### src/hdl/tlvvm_pkg.sv
// Shared definitions for the two-level voxel visibility map.
// Field widths, register codes, defaults and controller/datapath interface structs.
// No dependencies.
`default_nettype none

package tlvvm_pkg;

   // Default store geometry
   localparam int MAX_X_DEF  = 128;
   localparam int MAX_Z_DEF  = 128;
   localparam int HEIGHT_DEF = 32;

   // Item field widths
   localparam int X_W   = 7;
   localparam int Y_W   = 5;
   localparam int Z_W   = 7;
   localparam int LVL_W = 2;
   localparam int CFG_W = 8;
   localparam int BUS_W = 32;
   localparam int PADDR_W = 3;

   // Item opcodes
   localparam logic OP_MARK  = 1'b0;
   localparam logic OP_QUERY = 1'b1;

   // Register index codes, taken from paddr[2]
   localparam logic REG_WIDTH = 1'b0;
   localparam logic REG_DEPTH = 1'b1;

   localparam logic [CFG_W-1:0] EXTENT_RESET = 8'd128;

   typedef struct packed {
      logic load;        // capture the accepted item
      logic clear;       // write one zero byte of the clearing pass
      logic rd;          // issue a store read
      logic wr;          // write back a raised byte
      logic answer;      // produce the query answer
      logic sel_coarse;  // address the coarse entry
   } cmd_type;

   typedef struct packed {
      logic is_query;
      logic lvl_hi;      // query goes to the coarse map
      logic clear_last;
   } status_type;

endpackage

`default_nettype wire

### src/hdl/tlvvm_csr.sv
// Configuration registers (grid width and depth in use) behind the APB-style port.
// Depends on tlvvm_pkg.
`default_nettype none

module tlvvm_csr (
   input  wire                              clock,
   input  wire                              reset,
   input  wire                              psel,
   input  wire                              penable,
   input  wire                              pwrite,
   input  wire  [tlvvm_pkg::PADDR_W-1:0]    paddr,
   input  wire  [tlvvm_pkg::BUS_W-1:0]      pwdata,
   output logic [tlvvm_pkg::BUS_W-1:0]      prdata,
   output logic                             pready,
   output logic [tlvvm_pkg::CFG_W-1:0]      width_in_use,
   output logic [tlvvm_pkg::CFG_W-1:0]      depth_in_use
);

   logic [tlvvm_pkg::CFG_W-1:0] width_ff, width_in;
   logic [tlvvm_pkg::CFG_W-1:0] depth_ff, depth_in;
   logic                        wr_beat;

   assign pready  = 1'b1;
   assign wr_beat = psel & penable & pwrite & pready;

   always_comb begin
      width_in = width_ff;
      depth_in = depth_ff;
      if (wr_beat) begin
         case (paddr[2])
            tlvvm_pkg::REG_WIDTH: width_in = pwdata[tlvvm_pkg::CFG_W-1:0];
            tlvvm_pkg::REG_DEPTH: depth_in = pwdata[tlvvm_pkg::CFG_W-1:0];
            default: ;
         endcase
      end
   end

   always_ff @(posedge clock) begin
      if (reset) begin
         width_ff <= tlvvm_pkg::EXTENT_RESET;
         depth_ff <= tlvvm_pkg::EXTENT_RESET;
      end else begin
         width_ff <= width_in;
         depth_ff <= depth_in;
      end
   end

   always_comb begin
      case (paddr[2])
         tlvvm_pkg::REG_WIDTH: prdata = tlvvm_pkg::BUS_W'(width_ff);
         tlvvm_pkg::REG_DEPTH: prdata = tlvvm_pkg::BUS_W'(depth_ff);
         default:              prdata = '0;
      endcase
   end

   assign width_in_use = width_ff;
   assign depth_in_use = depth_ff;

endmodule

`default_nettype wire

### config.mk
export PLATFORM = sky130hd
export DESIGN_NAME = tlvvm_csr
export DESIGN_NICKNAME = d
export VERILOG_FILES = /design/src/hdl/tlvvm_pkg.sv /design/src/hdl/tlvvm_csr.sv
export SDC_FILE = /design/constraint.sdc
export NUM_CORES = 1
export LEC_CHECK = 0
export ABC_AREA = 0
export BUFFER_PORTS_ARGS = -buffer_cell sky130_fd_sc_hd__buf_2
export CAP_MARGIN = 10
export CORE_ASPECT_RATIO = 0.75
export CORE_MARGIN = 3
export CORE_UTILIZATION = 30
export CTS_BUF_LIST = sky130_fd_sc_hd__clkbuf_8
export CTS_CLUSTER_SIZE = 40
export DETAILED_ROUTE_END_ITERATION = 8
export GPL_TIMING_DRIVEN = 0
export PLACE_DENSITY = 0.65
export SLEW_MARGIN = 20
export SYNTH_ARGS = -nofsm -noshare
export SYNTH_HDL_FRONTEND = slang
export SYNTH_SLANG_ARGS = --single-unit
### constraint.sdc
create_clock -name clock -period 0.8 [get_ports clock]
set_input_delay 0.08 -clock clock [delete_from_list [all_inputs] [get_ports clock]]
set_output_delay 0.08 -clock clock [all_outputs]
set_load 0.02 [all_outputs]
==> impl_metrics.tcl, run 1 <==
set metrics [dict create \
    fp.dieW_um 72.3 \
    grt_max_degree 11 \
    synth_cell_types 13 \
    final-max-slew-violation-count 0 \
    vdd_ir_drop_max_uv 764 \
    antenna_found_initial 0 \
    postSynthCellCount 99 \
    crit_chain "mux2_4 -> buf_6" \
    cts_root_buf "clkbuf_8" \
    worst_slack_ns -0.249 \
    synth_top_family_by_area "multiplexers" \
    clkLatencyLatePin_ns 0.24 \
    tritoncts "done" \
    ys.warnings.count 0 \
    drtPass1Iterations 4 \
    hold_class "input pin to flop" \
    cp-end-kind "output pin" \
    power.density_nw_per_um2 1110 \
    startpoint_type "flop" \
    drc 0 \
    place_hpwl_um 1800 \
    fin_worst_hold_slack_ns 0.109 \
    violations "negative setup slack" \
    path_class "flop to output pin" \
    cts_made_buffers 3 \
    ant_nets 0 \
    port_buffers 37 \
    area_growth_pct 76.1 \
    synth_compound_area_frac 0 \
    synth_simple_gate_area_frac 0.195 \
    avgSynthCellArea_um2 9.98 \
    max_clock_freq_mhz 954 \
    clockBufferDepth 2 \
    ys_ff_latch 16 \
    cellLeakagePower_nw 0.921 \
    synthAdderAreaFrac 0 \
    htree_levels 1 \
    skew_ns 0 \
    track_usage 0.116 \
    clk_pin_slew_worst_paths_ns 0.06 \
    maxCapViolCount 0 \
    outcome "complete, but fails checks" \
    cts_hold_buf 0 \
    core_region_area_um2 3040 \
    slowest_stage "dfxtp_2" \
    critical-path-max-stage-delay_ns 0.33 \
    hold_violations 0 \
    grt_pass1_wl_um 3860 \
    drive_gt1_frac 0.628 \
    antenna_cells 0 \
    gp_congestion 0.646 \
    first_global_vias 823 \
    synthMuxAreaShare 0.253 \
    cts_num_sinks 16 \
    syn_area_um2 988 \
    post_drt_wl_per_cell_um 12.2 \
    first_iter_violations 9 \
    final.min_clock_period_ns 1.05 \
    final_nets 222 \
    synthXorXnorAreaFrac 0 \
    rsz0062_at_grt "true" \
    viasPerCell 4.00 \
    min_period_over_period 1.31 \
    ios 89 \
    die-area_um2 4030 \
    row_count 17 \
    required_ns 0.72 \
    vias 873 \
    worst-path-max-fanout 3 \
    final_util 0.572 \
    overflow 0 \
    yosysSeqAreaShare 0.324 \
    start_util 0.325 \
    die_h_um 55.7 \
    place_ws_ns -0.128 \
    setup_viol 22 \
    arrival_ns 0.97 \
    wirelength_um 2670 \
]
==> registers in the layout, summed over array words and instances (netlist names) <==
register and count:
depth_in_use 8, width_in_use 8
==> power by group <==
part	total, W	internal (W)	switching [W]
combinational	0.000523	0.000258	0.000265
clock	0.000575	0.000332	0.000243
sequential	0.000831	0.000818	0.0000130
total	0.00193	0.00141	0.000520
==> path summary, 6_finish.rpt <==
path,startpoint,endpoint,slack [ns],depth (start not counted)
worst max-delay path,width_in_use[4],prdata[4],-0.25,2
worst min-delay path,pwdata[7],depth_in_use[7],0.11,3
worst max register to register,width_in_use[6],width_in_use[6],0,4
worst min register to register,width_in_use[4],width_in_use[4],0.49,2
==> per-stage QoR <==
step           total power (W)  area, µm²  TNS [ns]  cells
2_1_floorplan          0.00117       1070         0    122
3_3_place_gp           0.00126       1310     -2.10    197
3_5_place_dp           0.00127       1310     -2.32    197
4_1_cts                0.00191       1610     -2.82    211
5_1_grt                0.00203       1740     -3.80    218
6_report               0.00193       1740     -3.17    218
==> cell usage in the layout (no fill, tap or decap), drive strengths merged <==
cell | Yosys | layout
nand4b | 1 | 1
buf | 27 | 82
nor2 | 3 | 3
dfxtp | 16 | 16
clkbuf | 2 | 5
and4 | 1 | 1
mux2 | 8 | 8
mux2i | 16 | 16
conb | 2 | 25
nand4 | 1 | 1
nand2b | 21 | 21
and4b | 1 | 1
==> worst max-delay path, delay by kind of cell (launching register included) <==
| family | cells | cell delay (ns) |
|---|---|---|
| flops | 1 | 0.33 |
| mux | 1 | 0.27 |
| buf+inv | 1 | 0.13 |
==> logic make-up after synthesis <==
logic type	count (synthesis)
buffers and inverters	29
AND/OR/NAND/NOR	28
multiplexers	24
flip-flops	16
other	2
==> layer usage <==
layer	wire, µm	track usage
met1	1090	0.148
met2	1400	0.208
met3	177	0.0289
met4	0	0
met5	0	0
==> synthesized netlist by cell type (all sizes together) <==
cell type | instances | area (µm²)
and4 | 1 | 8.76
clkbuf | 2 | 7.51
nand4b | 1 | 23.8
mux2i | 16 | 160
buf | 27 | 210
nand2b | 21 | 131
dfxtp | 16 | 320
nor2 | 3 | 11.3
nand4 | 1 | 6.26
and4b | 1 | 11.3
conb | 2 | 7.51
mux2 | 8 | 90.1
==> timing repair <==
action                     CTS  global route
setup endpoints to repair   24            24
gates resized for setup     66            22
setup buffers               11            10
==> cell type report <==
| cell class | instances | area (µm²) |
|---|---|---|
| buffer | 29 | 218 |
| clock buffer | 3 | 41.3 |
| fill | 267 | 1300 |
| multi-input combinational | 77 | 582 |
| sequential | 16 | 340 |
| tap | 38 | 47.5 |
| timing repair buffer | 55 | 512 |
(Power assumes the default switching activity.)
==> inputs of run 2 (changes only) <==
Settings changed: BUFFER_PORTS_ARGS -buffer_cell sky130_fd_sc_hd__buf_2 to -buffer_cell sky130_fd_sc_hd__buf_4, SETUP_SLACK_MARGIN set to 0.2, SKIP_CTS_REPAIR_TIMING set to 1.
==> impl_metrics.tcl, run 2 (synthesis results as in run 1) <==
set metrics [dict create \
    hold_violations 0 \
    wirelength_um 2560 \
    maxCapViolCount 0 \
    arrival_ns 0.98 \
    setup_viol 16 \
    antenna_cells 0 \
    fin_worst_hold_slack_ns 0.106 \
    grt_pass1_wl_um 3600 \
    vdd_ir_drop_max_uv 738 \
    worst-path-max-fanout 3 \
    overflow 0 \
    cts_root_buf "clkbuf_8" \
    clkLatencyLatePin_ns 0.24 \
    final_common_cell "buf_4" \
    cts_made_buffers 3 \
    die_h_um 55.7 \
    placedCellCount 197 \
    pwr-share-seq 0.425 \
    final-max-slew-violation-count 0 \
    switching_share 0.269 \
    final.min_clock_period_ns 1.06 \
    drive_gt1_frac 0.608 \
    instances_no_fill 209 \
    drtPass1Iterations 3 \
    row_count 17 \
    first_global_vias 755 \
    first_iter_violations 20 \
    place_hpwl_um 1910 \
    outcome "complete, but fails checks" \
    gp_congestion 0.659 \
    required_ns 0.72 \
    start_util 0.325 \
    violations "negative setup slack" \
    vias 842 \
    worst_slack_ns -0.259 \
    startpoint_type "flop" \
    hold_class "input pin to flop" \
    place_ws_ns -0.136 \
    cellInternalPower_w 0.00143 \
    path_class "flop to output pin" \
    rsz0062_at_grt "true" \
    total_power_w 0.00195 \
    p_sw_w 0.000525 \
    cts_num_sinks 16 \
    slowest_stage "dfxtp_2" \
    grt_max_degree 11 \
    post_drt_wl_per_cell_um 12.3 \
    fillers 284 \
    htree_levels 1 \
    clockBufferDepth 2 \
    core_region_area_um2 3040 \
    cp_top_family "flip-flops" \
    tritoncts "done" \
    antenna_found_initial 0 \
    fp.dieW_um 72.3 \
    crit_chain "mux2_4 -> buf_6" \
    ios 89 \
    cp-end-kind "output pin" \
    max_clock_freq_mhz 944 \
    critical-path-max-stage-delay_ns 0.34 \
    die-area_um2 4030 \
    comb_power_share 0.273 \
    final_nets 212 \
    port_buffers 37 \
    min_period_over_period 1.32 \
    skew_ns 0 \
    ant_nets 0 \
    track_usage 0.114 \
    drc 0 \
    worst-path-buf-inv 1 \
    setup-tns-final_ns -2.53 \
    clk_pin_slew_worst_paths_ns 0.06 \
    cellLeakagePower_nw 0.882 \
    area_growth_pct 70.9 \
    power_frac_clock 0.302 \
    viasPerCell 4.03 \
    layout_common_cells "buf_4 (44), buf_6 (25), conb_1 (25)" \
    power.density_nw_per_um2 1150 \
]
## run 2: power groups by stage
stage	Combinational (W)	Clock, W	Sequential, W
5_1_grt	0.000567	0.000645	0.000831
2_1_floorplan	0.000324	0	0.000863
3_3_place_gp	0.000466	0	0.000843
4_1_cts	0.000474	0.000611	0.000827
3_5_place_dp	0.000473	0	0.000844
6_report	0.000532	0.000589	0.000829
## run 2: worst min-delay path: stages
cell and delay (ns):
buf_4 0.07, nor2_1 0.04, mux2i_1 0.11
## run 2: final cells by class
type                            count  area, µm²  area share
Sequential cell                    16        345       0.204
Multi-Input combinational cell     77        569       0.337
Clock inverter                      1       3.75     0.00222
Timing Repair Buffer               45        453       0.268
Tap cell                           38       47.5      0.0281
Buffer                             29        229       0.136
Clock buffer                        3       41.3      0.0244
## run 2: per-stage QoR
stage	utilization	area [µm²]
2_1_floorplan	-	1140
3_3_place_gp	0.481	1460
3_5_place_dp	0.481	1460
4_1_cts	0.496	1510
5_1_grt	0.555	1690
6_report	0.555	1690
## run 2: path summary, 6_finish.rpt
check             slack (ns)            start  cells after the start         endpoint
hold reg to reg         0.49  depth_in_use[5]                      2  depth_in_use[5]
setup reg to reg        0.12  width_in_use[0]                      3  width_in_use[0]
hold / removal          0.11        pwdata[7]                      3  depth_in_use[7]
setup / recovery       -0.26  width_in_use[1]                      2        prdata[1]
## run 2: routing by layer
metal  global-route usage  share of wire  wire (µm)  up-vias
met5                    0              0          0        -
met1                0.132           0.40       1030      384
met2                0.198           0.51       1310       33
li1                     -              -          -      423
met4               0.0322         0.0031          8        0
met3               0.0361          0.085        218        2
