`src/hdl/tlvvm_pkg.sv`:
```
// Shared definitions for the two-level voxel visibility map.
// Field widths, register codes, defaults and controller/datapath interface structs.
// No dependencies.
`default_nettype none

package tlvvm_pkg;

   // Default store geometry
   localparam int MAX_X_DEF  = 128;
   localparam int MAX_Z_DEF  = 128;
   localparam int HEIGHT_DEF = 32;

   // Item field widths
   localparam int X_W   = 7;
   localparam int Y_W   = 5;
   localparam int Z_W   = 7;
   localparam int LVL_W = 2;
   localparam int CFG_W = 8;
   localparam int BUS_W = 32;
   localparam int PADDR_W = 3;

   // Item opcodes
   localparam logic OP_MARK  = 1'b0;
   localparam logic OP_QUERY = 1'b1;

   // Register index codes, taken from paddr[2]
   localparam logic REG_WIDTH = 1'b0;
   localparam logic REG_DEPTH = 1'b1;

   localparam logic [CFG_W-1:0] EXTENT_RESET = 8'd128;

   typedef struct packed {
      logic load;        // capture the accepted item
      logic clear;       // write one zero byte of the clearing pass
      logic rd;          // issue a store read
      logic wr;          // write back a raised byte
      logic answer;      // produce the query answer
      logic sel_coarse;  // address the coarse entry
   } cmd_type;

   typedef struct packed {
      logic is_query;
      logic lvl_hi;      // query goes to the coarse map
      logic clear_last;
   } status_type;

endpackage

`default_nettype wire

```
`src/hdl/tlvvm_datapath.sv`:
```
// Datapath: item registers, three-stage entry address calculation, byte merge,
// clearing counter and query answer. Drives the level store RAM ports.
// Depends on tlvvm_pkg.
`default_nettype none

module tlvvm_datapath #(
   parameter int HEIGHT      = tlvvm_pkg::HEIGHT_DEF,
   parameter int STORE_BYTES = 18432
) (
   input  wire                              clock,
   input  wire                              reset,
   input  wire tlvvm_pkg::cmd_type          cmd,
   output tlvvm_pkg::status_type            status,
   input  wire                              req_op,
   input  wire  [tlvvm_pkg::X_W-1:0]        req_pos_x,
   input  wire  [tlvvm_pkg::Y_W-1:0]        req_pos_y,
   input  wire  [tlvvm_pkg::Z_W-1:0]        req_pos_z,
   input  wire  [tlvvm_pkg::LVL_W-1:0]      req_vis_level,
   input  wire  [tlvvm_pkg::CFG_W-1:0]      width_in_use,
   input  wire  [tlvvm_pkg::CFG_W-1:0]      depth_in_use,
   output logic                             ram_wr_en,
   output logic [$clog2(STORE_BYTES)-1:0]   ram_wr_addr,
   output logic [7:0]                       ram_wr_data,
   output logic                             ram_rd_en,
   output logic [$clog2(STORE_BYTES)-1:0]   ram_rd_addr,
   input  wire  [7:0]                       ram_rd_data,
   output logic                             rsp_strobe,
   output logic                             rsp_visible
);

   localparam int ADDR_W    = $clog2(STORE_BYTES);
   // Largest entry number reachable from any field and register value
   localparam int ENTRY_MAX = (127 * 127 * HEIGHT) / 2 + (31 * 63 + 31) * (HEIGHT / 4) + 7;
   localparam int ENTRY_W   = $clog2(ENTRY_MAX + 1);
   localparam int CB_W      = ENTRY_W + 1;
   localparam int FP_W      = 14;
   localparam int CP_W      = 11;
   localparam int BP_W      = 14;

   // Item registers
   logic                        op_ff, op_in;
   logic [tlvvm_pkg::X_W-1:0]   x_ff, x_in;
   logic [tlvvm_pkg::Y_W-1:0]   y_ff, y_in;
   logic [tlvvm_pkg::Z_W-1:0]   z_ff, z_in;
   logic [tlvvm_pkg::LVL_W-1:0] lvl_ff, lvl_in;

   // Address stages
   logic [FP_W-1:0]    fprod_ff, fprod_in;
   logic [CP_W-1:0]    cprod_ff, cprod_in;
   logic [BP_W-1:0]    bprod_ff, bprod_in;
   logic [ENTRY_W-1:0] fine_ff, fine_in;
   logic [ENTRY_W-1:0] cbase_ff, cbase_in;
   logic [ENTRY_W-1:0] cofs_ff, cofs_in;
   logic [ENTRY_W-1:0] coarse_ff, coarse_in;

   logic [ADDR_W-1:0]  clr_ff, clr_in;
   logic               strobe_ff, strobe_in;
   logic               visible_ff, visible_in;

   logic [ENTRY_W-1:0]         sel_entry;
   logic [31:0]                byte_idx;
   logic                       in_range;
   logic [2:0]                 shamt;
   logic [tlvvm_pkg::LVL_W-1:0] field;
   logic [tlvvm_pkg::LVL_W-1:0] stored;
   logic [7:0]                 merged;
   logic                       raise;

   always_comb begin
      op_in  = op_ff;
      x_in   = x_ff;
      y_in   = y_ff;
      z_in   = z_ff;
      lvl_in = lvl_ff;
      if (cmd.load) begin
         op_in  = req_op;
         x_in   = req_pos_x;
         y_in   = req_pos_y;
         z_in   = req_pos_z;
         lvl_in = req_vis_level;
      end
   end

   // Stage 1: products of coordinates and sizes
   assign fprod_in = FP_W'(z_ff[6:1]) * FP_W'(width_in_use[7:1]);
   assign cprod_in = CP_W'(z_ff[6:2]) * CP_W'(width_in_use[7:2]);
   assign bprod_in = BP_W'(width_in_use[7:1]) * BP_W'(depth_in_use[7:1]);

   // Stage 2: scale by the cell column heights
   assign fine_in  = ENTRY_W'(fprod_ff + FP_W'(x_ff[6:1])) * ENTRY_W'(HEIGHT / 2)
                     + ENTRY_W'(y_ff[4:1]);
   assign cbase_in = ENTRY_W'((CB_W'(bprod_ff) * CB_W'(HEIGHT)) >> 1);
   assign cofs_in  = ENTRY_W'(cprod_ff + CP_W'(x_ff[6:2])) * ENTRY_W'(HEIGHT / 4)
                     + ENTRY_W'(y_ff[4:2]);

   // Stage 3: coarse map sits after the fine map
   assign coarse_in = cbase_ff + cofs_ff;

   assign sel_entry = cmd.sel_coarse ? coarse_ff : fine_ff;
   assign byte_idx  = 32'(sel_entry[ENTRY_W-1:2]);
   assign in_range  = byte_idx < 32'(STORE_BYTES);
   assign shamt     = {sel_entry[1:0], 1'b0};
   assign field     = tlvvm_pkg::LVL_W'(ram_rd_data >> shamt);
   assign stored    = in_range ? field : '0;
   assign raise     = lvl_ff > field;
   assign merged    = (ram_rd_data & ~(8'h03 << shamt)) | (8'(lvl_ff) << shamt);

   assign clr_in     = cmd.clear ? clr_ff + ADDR_W'(1) : clr_ff;
   assign strobe_in  = cmd.answer;
   assign visible_in = cmd.answer ? (stored >= lvl_ff) : visible_ff;

   always_ff @(posedge clock) begin
      op_ff      <= op_in;
      x_ff       <= x_in;
      y_ff       <= y_in;
      z_ff       <= z_in;
      lvl_ff     <= lvl_in;
      fprod_ff   <= fprod_in;
      cprod_ff   <= cprod_in;
      bprod_ff   <= bprod_in;
      fine_ff    <= fine_in;
      cbase_ff   <= cbase_in;
      cofs_ff    <= cofs_in;
      coarse_ff  <= coarse_in;
      visible_ff <= visible_in;
   end

   always_ff @(posedge clock) begin
      if (reset) begin
         clr_ff    <= '0;
         strobe_ff <= 1'b0;
      end else begin
         clr_ff    <= clr_in;
         strobe_ff <= strobe_in;
      end
   end

   // Clearing pass owns the write port until it ends
   assign ram_wr_en   = cmd.clear | (cmd.wr & in_range & raise);
   assign ram_wr_addr = cmd.clear ? clr_ff : byte_idx[ADDR_W-1:0];
   assign ram_wr_data = cmd.clear ? 8'h00 : merged;
   assign ram_rd_en   = cmd.rd;
   assign ram_rd_addr = byte_idx[ADDR_W-1:0];

   assign status.is_query   = (op_ff == tlvvm_pkg::OP_QUERY);
   assign status.lvl_hi     = lvl_ff[1];
   assign status.clear_last = (clr_ff == ADDR_W'(STORE_BYTES - 1));

   assign rsp_strobe  = strobe_ff;
   assign rsp_visible = visible_ff;

endmodule

`default_nettype wire

```
`config.mk`:
```
export PLATFORM = sky130hd
export DESIGN_NAME = tlvvm_datapath
export DESIGN_NICKNAME = d
export VERILOG_FILES = /design/src/hdl/tlvvm_pkg.sv /design/src/hdl/tlvvm_datapath.sv
export SDC_FILE = /design/constraint.sdc
export NUM_CORES = 1
export LEC_CHECK = 0
export BUFFER_PORTS_ARGS = -buffer_cell sky130_fd_sc_hd__clkbuf_2
export CAP_MARGIN = 20
export CORE_MARGIN = 1
export CORE_UTILIZATION = 40
export DETAILED_ROUTE_END_ITERATION = 8
export PLACE_DENSITY = 0.68
export SYNTH_ARGS = -nofsm -noshare
export SYNTH_HDL_FRONTEND = slang
export SYNTH_SLANG_ARGS = --single-unit
export TNS_END_PERCENT = 10
```
`constraint.sdc`:
```
create_clock -name clock -period 5.4 [get_ports clock]
set_input_delay 0.54 -clock clock [delete_from_list [all_inputs] [get_ports clock]]
set_output_delay 0.54 -clock clock [all_outputs]
set_load 0.01 [all_outputs]
```
==> results.sh <==
export IMPL_final_area_sq_um=10000
export IMPL_crit_arrival_ns=4.66
export IMPL_wl_per_cell_microns=13.5
export IMPL_io_pins=99
export IMPL_grt_util_all_layers_pct=16.0
export IMPL_finalNonFillerCells=1242
export IMPL_gp_congestion=0.827
export IMPL_layout_drive_gt1_share_pct=17.4
export IMPL_async_reset_ff_share_pct=0
export IMPL_powerDensity_nw_per_um2=470
export IMPL_die_x_microns=149
export IMPL_cp_top_family="adder cells"
export IMPL_power_mw=4.70
export IMPL_fmax_mhz=232
export IMPL_drt_total_wl_microns=16700
export IMPL_num_vias=6030
export IMPL_synthFlopType="dfxtp_1"
export IMPL_yosysWarnings=0
export IMPL_path_class="primary input to register"
export IMPL_holdCritPathClass="primary input to register"
export IMPL_port_buffer_count=91
export IMPL_slew_viol_final=0
export IMPL_syn_num_nets=1062
export IMPL_final_common_cell="dfxtp_1"
export IMPL_hold_worst_slack_ns=0.303
export IMPL_crit_buf_inv=5
export IMPL_drc=0
export IMPL_die_area_sq_um=22200
export IMPL_syn_to_final_growth_pct=15.5
export IMPL_first_pass_iters=5
export IMPL_cts_tree="built"
export IMPL_start_util_pct=41.0
export IMPL_fin_crit_sh_pct=79.9
export IMPL_tightest_slew_ns=0.736
export IMPL_path_clk_slew_ns=0.06
export IMPL_drt_iter0_drc=344
export IMPL_setup_violations=0
export IMPL_num_antenna_cells=0
export IMPL_die_y_microns=149
export IMPL_skew_ns=0.00745
export IMPL_outcome="completed"
export IMPL_cts_made_buffers=17
export IMPL_p_leak_nw=4.69
export IMPL_clkLatencyLatePin_ns=0.41
export IMPL_dpl_instance_area_sq_um=9370
export IMPL_ir_drop_mv=0.260
export IMPL_post_cts_buffers=0
export IMPL_syn_inst=862
export IMPL_core_sq_um=21100
export IMPL_hpwl_microns=13300
export IMPL_fill_cells=1972
export IMPL_slowest_stage="fa_1"
export IMPL_num_rows=53
export IMPL_clock_path_buffers=2
export IMPL_fin_crit_ns=4.31
export IMPL_antenna_found_initial=0
export IMPL_path_cells="clkbuf_2, and2_1, fa_1, inv_1, fa_1, inv_1, fa_1, inv_1, fa_1, inv_1, ha_1, nor3_1, o211ai_1, a31oi_1, or4b_1, nand4_1"
export IMPL_cp_required_ns=5.75
export IMPL_crit_fanout=13
export IMPL_synth_edff_count=20
export IMPL_fin_tns_setup_ns=0
export IMPL_rsz0062_at_grt="no"
export IMPL_cts_resized=0
export IMPL_grt_max_degree=31
export IMPL_hold_buffers=0
export IMPL_overflow=0
export IMPL_ant_nets=0
export IMPL_final_cell_mix="dfxtp_1 (117), ha_1 (92), clkbuf_2 (91)"
export IMPL_netlist_area_sq_um=8650
export IMPL_dp_cells=1210
export IMPL_hold_viol_final=0
export IMPL_drt_vias_per_instance=4.86
export IMPL_drv_cap=0
export IMPL_yosysSeqAreaShare_pct=34.0
export IMPL_avgSynthCellArea_sq_um=10.0
export IMPL_grt_pass1_vias=5825
export IMPL_cts_root_buffer="clkbuf_16"
export IMPL_critPathCaptureType="register"
export IMPL_worst_path_largest_cell_delay_ns=0.53
export IMPL_ys_ff_latch=137
export IMPL_grt_first_pass_wirelength_microns=28000
export IMPL_cts_max_level=4
export IMPL_slew_headroom_pct=50.3
export IMPL_nets=1154
export IMPL_clkSinkCount=137
export IMPL_cp_start_kind="primary input"
export IMPL_synth_cell_types=60
cell usage after synthesis (2+ instances only):
library cell / instances / area share (%)
dfxtp_1: 117 / 27
ha_1: 92 / 13
inv_1: 86 / 3.7
nand2_1: 69 / 3.0
nor2_1: 59 / 2.6
fa_1: 54 / 12
and2_1: 53 / 3.8
xnor2_1: 38 / 3.8
a21oi_1: 37 / 2.1
mux2_2: 28 / 3.6
o21ai_0: 27 / 1.6
xor2_1: 21 / 2.1
edfxtp_1: 20 / 6.9
a21o_1: 14 / 1.2
nand3_1: 13 / 0.75
clkbuf_1: 10 / 0.43
nand2b_1: 10 / 0.72
a211oi_1: 9 / 0.78
nand4_1: 9 / 0.65
nor2b_1: 7 / 0.51
nor3_1: 6 / 0.35
nor3b_1: 5 / 0.43
and3_1: 4 / 0.29
mux2i_1: 4 / 0.46
nor4_1: 4 / 0.29
o211ai_1: 4 / 0.35
o21a_1: 4 / 0.35
o41ai_1: 4 / 0.40
a31oi_1: 3 / 0.22
buf_2: 3 / 0.17
buf_4: 3 / 0.26
o2111ai_1: 3 / 0.30
o31ai_1: 3 / 0.26
or4b_2: 3 / 0.35
a2111oi_0: 2 / 0.20
a21boi_0: 2 / 0.17
a41oi_1: 2 / 0.20
and4_1: 2 / 0.20
buf_1: 2 / 0.087
mux2_4: 2 / 0.35
mux2i_2: 2 / 0.32
mux4_2: 2 / 0.52
nand3_2: 2 / 0.23
or3_1: 2 / 0.14
registers in the layout, indices dropped and copies added, names as in the netlist:
signal and flops:
op_ff 1, cbase_ff 14, cprod_ff 11, rsp_visible 1, rsp_strobe 1, bprod_ff 14, fine_ff 15, z_ff 6
x_ff 6, clr_ff 15, lvl_ff 2, coarse_ff 19, cofs_ff 15, fprod_ff 13, y_ff 4
report_power, final:
part / total (mW) / internal (mW) / switching, mW
Clock: 1.21 / 0.773 / 0.434
Sequential: 1.53 / 1.37 / 0.160
Combinational: 1.97 / 0.896 / 1.07
Total: 4.70 / 3.04 / 1.66
logic make-up (layout without fill, tap and decap cells):
family | Yosys count | in the layout | synth area share (%)
simple gates | 254 | 254 | 15.0
fa+ha+maj | 146 | 146 | 25.8
flops | 137 | 137 | 34.0
compound gates | 123 | 123 | 9.08
buf+inv | 105 | 210 | 4.81
xor+xnor | 59 | 59 | 5.97
mux | 38 | 38 | 5.29
area by class of cell:
class	count	area, sq um	area share (%)
flip-flops and latches	137	2940	29.4
inverters	86	323	3.23
well taps	275	344	3.44
clock buffers	20	468	4.68
clock inverters	12	161	1.61
repair buffers	92	463	4.63
multi-input cells	620	5300	53.0
final timing paths:
check | to | startpoint | cells after the start | slack [ns]
setup / recovery | bprod_ff[12] | width_in_use[4] | 16 | 1.09
hold / removal | z_ff[3] | req_pos_z[3] | 1 | 0.30
setup reg to reg | fprod_ff[12] | z_ff[6] | 11 | 1.46
hold reg to reg | cbase_ff[11] | bprod_ff[7] | 0 | 0.32
layer usage:
layer,global-route usage [%],wire [microns],up-vias
met4,5.36,111,0
li1,-,-,3103
met1,21.7,8490,2778
met5,0,0,-
met2,25.4,7470,143
met3,3.06,637,6
through the flow:
stage | setup WS [ns] | utilization (%)
2_1_floorplan | 0.964 | -
3_3_place_gp | 0.713 | 44.4
3_5_place_dp | 0.667 | 44.4
4_1_cts | 1.11 | 47.4
5_1_grt | 0.838 | 47.4
6_report | 1.09 | 47.4
(Power assumes the default switching activity.)
