## config.mk

```make
export PLATFORM = sky130hd
export DESIGN_NAME = tlvvm_ctrl
export DESIGN_NICKNAME = d
export VERILOG_FILES = /design/src/hdl/tlvvm_pkg.sv /design/src/hdl/tlvvm_ctrl.sv
export SDC_FILE = /design/constraint.sdc
export NUM_CORES = 1
export LEC_CHECK = 0
export BUFFER_PORTS_ARGS = -buffer_cell sky130_fd_sc_hd__buf_2
export CORE_UTILIZATION = 45
export CTS_CLUSTER_SIZE = 28
export DETAILED_ROUTE_END_ITERATION = 10
export GPL_ROUTABILITY_DRIVEN = 0
export GPL_TIMING_DRIVEN = 0
export PLACE_DENSITY = 0.71
export SLEW_MARGIN = 20
export SYNTH_ARGS = -nofsm -noshare
export SYNTH_HDL_FRONTEND = slang
export SYNTH_SLANG_ARGS = --single-unit
```

## constraint.sdc

```tcl
create_clock -name clock -period 1.49 [get_ports clock]
set_input_delay 0.0745 -clock clock [delete_from_list [all_inputs] [get_ports clock]]
set_output_delay 0.0745 -clock clock [all_outputs]
set_load 0.005 [all_outputs]
```

## src/hdl/tlvvm_pkg.sv

```systemverilog
// Shared definitions for the two-level voxel visibility map.
// Field widths, register codes, defaults and controller/datapath interface structs.
// No dependencies.
`default_nettype none

package tlvvm_pkg;

   // Default store geometry
   localparam int MAX_X_DEF  = 128;
   localparam int MAX_Z_DEF  = 128;
   localparam int HEIGHT_DEF = 32;

   // Item field widths
   localparam int X_W   = 7;
   localparam int Y_W   = 5;
   localparam int Z_W   = 7;
   localparam int LVL_W = 2;
   localparam int CFG_W = 8;
   localparam int BUS_W = 32;
   localparam int PADDR_W = 3;

   // Item opcodes
   localparam logic OP_MARK  = 1'b0;
   localparam logic OP_QUERY = 1'b1;

   // Register index codes, taken from paddr[2]
   localparam logic REG_WIDTH = 1'b0;
   localparam logic REG_DEPTH = 1'b1;

   localparam logic [CFG_W-1:0] EXTENT_RESET = 8'd128;

   typedef struct packed {
      logic load;        // capture the accepted item
      logic clear;       // write one zero byte of the clearing pass
      logic rd;          // issue a store read
      logic wr;          // write back a raised byte
      logic answer;      // produce the query answer
      logic sel_coarse;  // address the coarse entry
   } cmd_type;

   typedef struct packed {
      logic is_query;
      logic lvl_hi;      // query goes to the coarse map
      logic clear_last;
   } status_type;

endpackage

`default_nettype wire

```

## src/hdl/tlvvm_ctrl.sv

```systemverilog
// Controller state machine: clearing pass, address calculation wait, store
// read-modify-write sequence for marks and the read for queries.
// Depends on tlvvm_pkg.
`default_nettype none

module tlvvm_ctrl (
   input  wire                          clock,
   input  wire                          reset,
   input  wire                          start,
   output logic                         busy,
   input  wire tlvvm_pkg::status_type   status,
   output tlvvm_pkg::cmd_type           cmd
);

   typedef enum logic [10:0] {
      ST_CLEAR = 11'b000_0000_0001,
      ST_IDLE  = 11'b000_0000_0010,
      ST_CALC1 = 11'b000_0000_0100,
      ST_CALC2 = 11'b000_0000_1000,
      ST_CALC3 = 11'b000_0001_0000,
      ST_FRD   = 11'b000_0010_0000,
      ST_FWR   = 11'b000_0100_0000,
      ST_CRD   = 11'b000_1000_0000,
      ST_CWR   = 11'b001_0000_0000,
      ST_QRD   = 11'b010_0000_0000,
      ST_QANS  = 11'b100_0000_0000
   } state_type;

   state_type state_ff, state_in;

   always_comb begin
      state_in = state_ff;
      cmd      = '0;
      case (state_ff)
         ST_CLEAR: begin
            cmd.clear = 1'b1;
            if (status.clear_last) begin
               state_in = ST_IDLE;
            end
         end
         ST_IDLE: begin
            if (start) begin
               cmd.load = 1'b1;
               state_in = ST_CALC1;
            end
         end
         ST_CALC1: state_in = ST_CALC2;
         ST_CALC2: state_in = ST_CALC3;
         ST_CALC3: state_in = status.is_query ? ST_QRD : ST_FRD;
         ST_FRD: begin
            cmd.rd   = 1'b1;
            state_in = ST_FWR;
         end
         ST_FWR: begin
            cmd.wr   = 1'b1;
            state_in = ST_CRD;
         end
         ST_CRD: begin
            cmd.rd         = 1'b1;
            cmd.sel_coarse = 1'b1;
            state_in       = ST_CWR;
         end
         ST_CWR: begin
            cmd.wr         = 1'b1;
            cmd.sel_coarse = 1'b1;
            state_in       = ST_IDLE;
         end
         ST_QRD: begin
            cmd.rd         = 1'b1;
            cmd.sel_coarse = status.lvl_hi;
            state_in       = ST_QANS;
         end
         ST_QANS: begin
            cmd.answer     = 1'b1;
            cmd.sel_coarse = status.lvl_hi;
            state_in       = ST_IDLE;
         end
         default: state_in = ST_IDLE;
      endcase
   end

   always_ff @(posedge clock) begin
      if (reset) begin
         state_ff <= ST_CLEAR;
      end else begin
         state_ff <= state_in;
      end
   end

   assign busy = (state_ff != ST_IDLE);

endmodule

`default_nettype wire
```

==> flow_summary.ini, run 1 <==
[sta]
tightest_slew_ns = 0.344
fmax_ghz = 0.562
layout_setup_ws_ns = -0.288
hold_viol_final = 0
layout_min_cycle_time_ns = 1.78
finalSetupViolCount = 13
finalClockSkew_ns = 0.000996
hold_ws_ns = 0.0423
rsz0062_at_grt = true
slew-limit-headroom = 0.769
finalMaxSlewViolations = 0
min_period_over_period = 1.19

[final_layout]
layout_commonest_cell = buf_2
drive_gt1_frac = 0.441
largestRegisters = state_ff: 11 flops
top_register = state_ff
largest_reg_flops = 11
antenna_cells = 0
area_growth_pct = 39.9
layout_common_cells = buf_2 (11), nor2_1 (10), dfxtp_1 (6)
fin_nets = 100

[global_route]
first_global_vias = 519
grt_max_degree = 10
track_usage = 0.234
antenna_found_initial = 0
grt_pass1_wl_um = 2310
overflow = 0

[hold_path]
hp-class = input pin to flip-flop
min_path_cells = 2
min_to = state_ff[2]
min-delay-start = reset

[floorplanning]
pin_count = 13
row_count = 12
die_h_um = 38.7
die_area_um2 = 1500
start_util = 0.517
die_width_um = 38.7
core_area_um2 = 1170

[job]
maxCapViolCount = 0

[power_and_ir_drop]
ir_drop_mv = 0.711
p_leak_uw = 0.000349
power-per-cell-area_nw_per_um2 = 717

[synth]
synth.cell_area_um2 = 606
yosys_register_bits = 11
synth_cell_types = 32
yosysSeqAreaShare = 0.364
avgSynthCellArea_um2 = 8.78
yosysWarnings = 0
ys.flop_type = dfxtp_1
syn_inst = 69
synth_nets = 75
synth_edf_count = 0
async_flop_share = 0

[place]
portBuffers = 12
dp_hpwl_um = 979
place_ws_ns = -0.132

[critical_path]
slowest_stage = or4_4
reg2reg_from = state_ff[8]
max_stage_delay_ns = 0.55
rrSetupSlack_ns = -0.28
arrival_ns = 1.70
r2r_cells = 4
worstPathCellList = or4_4, nor2b_4, nand4b_1, o21ai_1, buf_2
endpoint_kind = output pin
cp.required_ns = 1.42
crit_fanout = 4
critPathLaunchType = flip-flop
criticalPathCategory = flip-flop to output pin
r2r_end = state_ff[4]

[run_status]
status = complete, but fails checks
violations = negative setup slack

[routing]
drc = 0
vias_per_cell = 5.91
ant_nets = 0
first_iter_violations = 13
totalWireLength_um = 1540
first_pass_iters = 4
vias = 632
wire_per_inst_um = 14.4

[clock_network]
cts_max_path_buffers = 2
clkTransAtPathRegs_ns = 0.06
cts_made_buffers = 3
h-tree-depth = 1
numClockSinks = 11
clkLatencyLatePin_ns = 0.26
ctsRootBufferMaster = clkbuf_4
cts_tree = built
[final cells by class]
class                   instances  area [µm²]
fillers                        90         324
repair buffers                 20         136
well taps                      14        17.5
clock buffers                   4        26.3
flip-flops and latches         11         234
inverters                       1        3.75
multi-input cells              57         429
[per-layer routing]
layer  global-route usage  up-vias  wire, µm
met1                0.267      302       648
met4               0.0690        0         7
li1                     -      311         -
met2                0.383       17       813
met3                0.110        2        74
met5                    0        -         0
[cells in the mapped netlist (2+ instances only)]
library cell / number / area share
nand3_1: 2 / 0.017
nor4b_1: 2 / 0.029
and3_1: 2 / 0.021
nor3b_1: 3 / 0.037
nand2_1: 2 / 0.012
nor3_1: 4 / 0.033
nor2b_1: 4 / 0.041
nand4b_1: 2 / 0.029
o21ai_0: 4 / 0.033
dfxtp_1: 11 / 0.36
nor3b_2: 2 / 0.041
nor2_1: 10 / 0.062
nand2b_1: 2 / 0.021
[cells by family (layout without fill, tap and decap cells)]
group,after synthesis,in the layout,synth area share
buf+inv,1,25,0.00619
simple gates,42,42,0.457
flops,11,11,0.364
compound gates,13,13,0.145
xor+xnor,2,2,0.0289
[worst max-delay path by stage]
stage                           start     endpoint  slack (ns)  depth (start not counted)
after global routing      state_ff[8]       cmd[0]       -0.35                          5
final                     state_ff[8]       cmd[0]       -0.29                          5
after floorplan           state_ff[0]  state_ff[3]       -0.09                          3
after CTS                 state_ff[8]  state_ff[4]       -0.27                          4
after global placement    state_ff[0]  state_ff[4]       -0.13                          3
after detailed placement  state_ff[0]  state_ff[3]       -0.13                          3
[where the power goes]
group / switching (µW) / total [µW] / internal, µW
Sequential: 10.9 / 306 / 295
Combinational: 45.2 / 106 / 60.4
Clock: 92.1 / 196 / 104
Total: 148 / 607 / 459
[critical path: cells and delay by family, from the launching register on]
family          cells  cell delay [ns]
compound gates      1             0.11
buf+inv             1             0.12
flops               1             0.34
simple gates        3             0.86
[stage by stage]
| stage | instances | util | total power (µW) | setup TNS, ns | instance area [µm²] |
|---|---|---|---|---|---|
| global placement | 95 | 0.585 | 388 | -0.411 | 686 |
| global route | 107 | 0.723 | 641 | -3.11 | 847 |
| CTS | 106 | 0.703 | 612 | -2.11 | 823 |
| floorplan | 69 | - | 365 | -0.170 | 608 |
| finish | 107 | 0.723 | 607 | -2.25 | 847 |
| detailed placement | 95 | 0.585 | 390 | -0.646 | 686 |
[repair_timing]
action                                  4_1_cts  5_1_grt
endpoints found under the hold margin         1        0
cloned                                        0        0
endpoints found under the setup margin       12       13
buffers inserted                              7        3
resized for setup                            15        7
pin swaps                                     8        3
hold buffers                                  1        0
No activity file was read; power rests on OpenSTA's default activity.
==> run 2: changes to the inputs <==
==> constraint.sdc (replaced) <==
create_clock -name clock -period 1.49 [get_ports clock]
set_input_delay 0.298 -clock clock [delete_from_list [all_inputs] [get_ports clock]]
set_output_delay 0.298 -clock clock [all_outputs]
set_load 0.005 [all_outputs]
==> flow_summary.ini, run 2 (synthesis gave the netlist of run 1 again) <==
[critical_path]
critPathLaunchType = flip-flop
criticalPathCategory = flip-flop to output pin
critPathBufInv = 1
crit_family = simple AND/OR/NAND/NOR gates
max_stage_delay_ns = 0.55
crit_fanout = 4
worstPathCellList = or4_4, nor2b_4, nand2_1, o21ai_1, buf_2
arrival_ns = 1.74
slowest_stage = or4_4
cp.required_ns = 1.19
endpoint_kind = output pin

[final_layout]
fin_nets = 105
drive_gt1_frac = 0.520
stdcell_area_um2 = 918
finalNonFillerCells = 112
largestRegisters = state_ff: 11 flops
area_growth_pct = 51.7
top_register = state_ff
antenna_cells = 0
fill_cells = 81
layout_commonest_cell = buf_2
largest_reg_flops = 11
layout_common_cells = buf_2 (12), buf_4 (11), nor2_1 (8)

[routing]
first_iter_violations = 18
vias = 617
totalWireLength_um = 1540
drc = 0
wire_per_inst_um = 13.7
ant_nets = 0
first_pass_iters = 4
vias_per_cell = 5.51

[clock_network]
cts_made_buffers = 3
cts_max_path_buffers = 2
h-tree-depth = 1
numClockSinks = 11
clkTransAtPathRegs_ns = 0.06
clkLatencyLatePin_ns = 0.27
ctsRootBufferMaster = clkbuf_4
cts_tree = built
hold_buffers = 0

[global_route]
track_usage = 0.207
busiest_layer = met2
first_global_vias = 492
antenna_found_initial = 0
use_met2 = 0.338
grt_util_met3 = 0.104
grt_pass1_wl_um = 2070
overflow = 0
grtUsageMet1 = 0.248
grt_max_degree = 10

[place]
portBuffers = 12
dp.cells = 95
place_ws_ns = -0.276
dp_hpwl_um = 950
placed_area_um2 = 701

[sta]
finalSetupViolCount = 13
fmax_ghz = 0.492
tightest_slew_ns = 0.442
fin_setup_tns_ns = -3.82
finalClockSkew_ns = 0.000665
min_period_over_period = 1.37
layout_min_cycle_time_ns = 2.03
layout_setup_ws_ns = -0.544
slew-limit-headroom = 0.705
hold_viol_final = 0
finalMaxSlewViolations = 0
rsz0062_at_grt = true

[power_and_ir_drop]
p_leak_uw = 0.000388
clkPwrFrac = 0.318
ir_drop_mv = 0.758
p_sw_uw = 154
power-per-cell-area_nw_per_um2 = 676
pwr-share-seq = 0.490
p_int_uw = 466
switching_share = 0.249
p_comb_frac = 0.192

[floorplanning]
die_h_um = 38.7
row_count = 12
start_util = 0.517
die_area_um2 = 1500
core_area_um2 = 1170
pin_count = 13
die_width_um = 38.7

[hold_path]
hp-class = input pin to flip-flop

[job]
maxCapViolCount = 0

[run_status]
status = complete, but fails checks
violations = negative setup slack
[run 2: cell count changes in the layout (fill, tap and decap cells not counted), sizes merged]
cell         before  now
buf              19   25
dlygate4sd3       1    0
[run 2: what timing repair did]
action / 4_1_cts / 5_1_grt
resized for setup: 10 / 13
pin swaps: 5 / 4
buffers inserted: 7 / 6
endpoints found under the setup margin: 12 / 15
[run 2: power groups by stage]
stage | clock [µW] | combinational [µW] | sequential, µW
6_report | 197 | 119 | 304
5_1_grt | 218 | 128 | 305
4_1_cts | 201 | 88.1 | 307
3_5_place_dp | 0 | 76.4 | 317
3_3_place_gp | 0 | 74.9 | 318
2_1_floorplan | 0 | 54.7 | 315
[run 2: final cells by class]
cell class	instances	area, µm²	share of cell area
Inverter	1	3.75	0.00409
Clock buffer	4	26.3	0.0286
Tap cell	14	17.5	0.0191
Timing Repair Buffer	25	165	0.180
Sequential cell	11	236	0.257
Multi-Input combinational cell	57	469	0.511
[run 2: worst paths after layout]
path	start	end	slack, ns	cells past startpoint
hold / removal	status[2]	state_ff[5]	0.19	2
setup reg to reg	state_ff[8]	state_ff[3]	-0.39	5
hold reg to reg	state_ff[3]	state_ff[3]	0.56	1
setup / recovery	state_ff[8]	cmd[3]	-0.54	5
[run 2: through the flow]
stage | hold WS, ns | utilization | power (µW)
final | 0.188 | 0.784 | 621
after global routing | 0.182 | 0.784 | 652
after CTS | 0.190 | 0.693 | 596
after detailed placement | 0.478 | 0.598 | 394
after global placement | 0.471 | 0.598 | 393
after floorplan | 0.370 | - | 369
[run 2: worst register-to-register path: stages, from the launching register on]
cell     delay (ns)
dfxtp_4        0.34
or4_4          0.55
buf_4          0.15
buf_6          0.11
or4b_4         0.49
nor3b_2        0.17
[run 2: layer usage]
layer / up-vias / wire (µm)
li1: 318 / -
met1: 288 / 697
met2: 9 / 765
met3: 2 / 67
met4: 0 / 6
met5: - / 0
==> run 3: changes to the inputs <==
--- a/config.mk
+++ b/config.mk
@@ -6,12 +6,12 @@
 export NUM_CORES = 1
 export LEC_CHECK = 0
 export BUFFER_PORTS_ARGS = -buffer_cell sky130_fd_sc_hd__buf_2
-export CORE_UTILIZATION = 45
+export CORE_UTILIZATION = 43
 export CTS_CLUSTER_SIZE = 28
 export DETAILED_ROUTE_END_ITERATION = 10
 export GPL_ROUTABILITY_DRIVEN = 0
 export GPL_TIMING_DRIVEN = 0
-export PLACE_DENSITY = 0.71
+export PLACE_DENSITY = 0.68
 export SLEW_MARGIN = 20
 export SYNTH_ARGS = -nofsm -noshare
 export SYNTH_HDL_FRONTEND = slang
==> flow_summary.ini, run 3 (synthesis gave the netlist of run 1 again) <==
[critical_path]
rrSetupSlack_ns = -0.50
critPathLaunchType = flip-flop
arrival_ns = 1.71
cp.required_ns = 1.19
reg2reg_from = state_ff[8]
critPathLaunch = state_ff[8]
endpoint_kind = output pin
r2r_end = state_ff[4]
crit_fanout = 4
criticalPathCategory = flip-flop to output pin
r2r_cells = 6

[final_layout]
layout_commonest_cell = buf_2
post-route-util = 0.660
finalNonFillerCells = 108
top_register = state_ff
drive_gt1_frac = 0.484
fill_cells = 102
largest_reg_flops = 11
area_growth_pct = 41.7
largestRegisters = state_ff: 11 flops
antenna_cells = 0
layout_common_cells = buf_2 (12), nor2_1 (10), buf_4 (6), dfxtp_1 (6), nor2b_1 (4)
fin_nets = 100

[sta]
hold_viol_final = 0
slew-limit-headroom = 0.783
rsz0062_at_grt = true
finalClockSkew_ns = 0.00109
tightest_slew_ns = 0.323
layout_setup_ws_ns = -0.518
fmax_ghz = 0.498
finalSetupViolCount = 12
layout_min_cycle_time_ns = 2.01
finalMaxSlewViolations = 0
min_period_over_period = 1.35

[global_route]
grt_max_degree = 10
first_global_vias = 470
antenna_found_initial = 0
grt_util_met3 = 0.0682
grt_pass1_wl_um = 2120
grtUsageMet1 = 0.272
busiest_layer = met2
overflow = 0
track_usage = 0.204
use_met2 = 0.324

[routing]
vias_per_cell = 5.69
ant_nets = 0
totalWireLength_um = 1520
first_pass_iters = 4
drc = 0
vias = 614
wire_per_inst_um = 14.1
first_iter_violations = 13

[place]
dp_hpwl_um = 948
portBuffers = 12
dp.cells = 96

[floorplanning]
die_h_um = 39.5
start_util = 0.465
core_area_um2 = 1300
die_area_um2 = 1560
row_count = 13
die_width_um = 39.5
pin_count = 13

[clock_network]
cts_made_buffers = 3
ctsRootBufferMaster = clkbuf_4
cts_max_path_buffers = 2
clkLatencyLatePin_ns = 0.27
h-tree-depth = 1
cts_tree = built
clkTransAtPathRegs_ns = 0.07
numClockSinks = 11

[hold_path]
min-delay-start = status[2]
min_to = state_ff[5]
hp-class = input pin to flip-flop
min_path_cells = 2

[job]
maxCapViolCount = 0

[run_status]
violations = negative setup slack
status = complete, but fails checks

[power_and_ir_drop]
power-per-cell-area_nw_per_um2 = 728
ir_drop_mv = 0.393
p_leak_uw = 0.000356
[run 3: cell count changes in the layout (fill, tap and decap cells not counted), sizes merged]
cell / delta
buf: -5
[run 3: worst max-delay path by stage]
stage                        to  depth (start not counted)
floorplan           state_ff[3]                          3
global placement         cmd[0]                          5
detailed placement       cmd[1]                          4
CTS                      cmd[0]                          5
global route             cmd[0]                          5
finish                   cmd[0]                          5
[run 3: final cells by class]
type,count,area [µm²],share of cell area
Clock buffer,4,26.3,0.0306
Sequential cell,11,234,0.273
Inverter,1,3.75,0.00437
Multi-Input combinational cell,57,448,0.522
Timing Repair Buffer,20,128,0.149
Tap cell,15,18.8,0.0219
[run 3: per-layer routing]
layer	share of wire	wire, µm
met5	0	0
met4	0.0066	10
met3	0.047	71
met2	0.50	759
met1	0.45	676
[run 3: report_power, final]
part | switching [µW] | internal, µW
sequential | 10.4 | 295
clock | 106 | 104
combinational | 48.5 | 61.8
total | 165 | 460
[run 3: timing repair]
item                                    4_1_cts  5_1_grt
endpoints found under the setup margin       11       16
endpoints found under the hold margin         0        0
hold buffers                                  0        0
buffers inserted                              5        3
gates resized for setup                       7       12
pin swaps                                     6        4
[run 3: stage by stage]
stage | power [µW] | instance area (µm²) | worst slack, ns | hold slack (ns) | setup TNS (ns)
after global routing | 657 | 858 | -0.579 | 0.171 | -5.16
after global placement | 392 | 702 | -0.260 | 0.471 | -1.56
after CTS | 606 | 793 | -0.493 | 0.188 | -3.53
after floorplan | 369 | 623 | -0.103 | 0.370 | -0.332
final | 625 | 858 | -0.518 | 0.175 | -4.16
after detailed placement | 393 | 702 | -0.252 | 0.473 | -1.84
[run 3: critical path, stage by stage, from the launching register on]
cell	delay, ns
dfxtp_4	0.35
or4_4	0.55
nor2b_4	0.17
nand4b_1	0.14
o21ai_1	0.10
buf_2	0.12
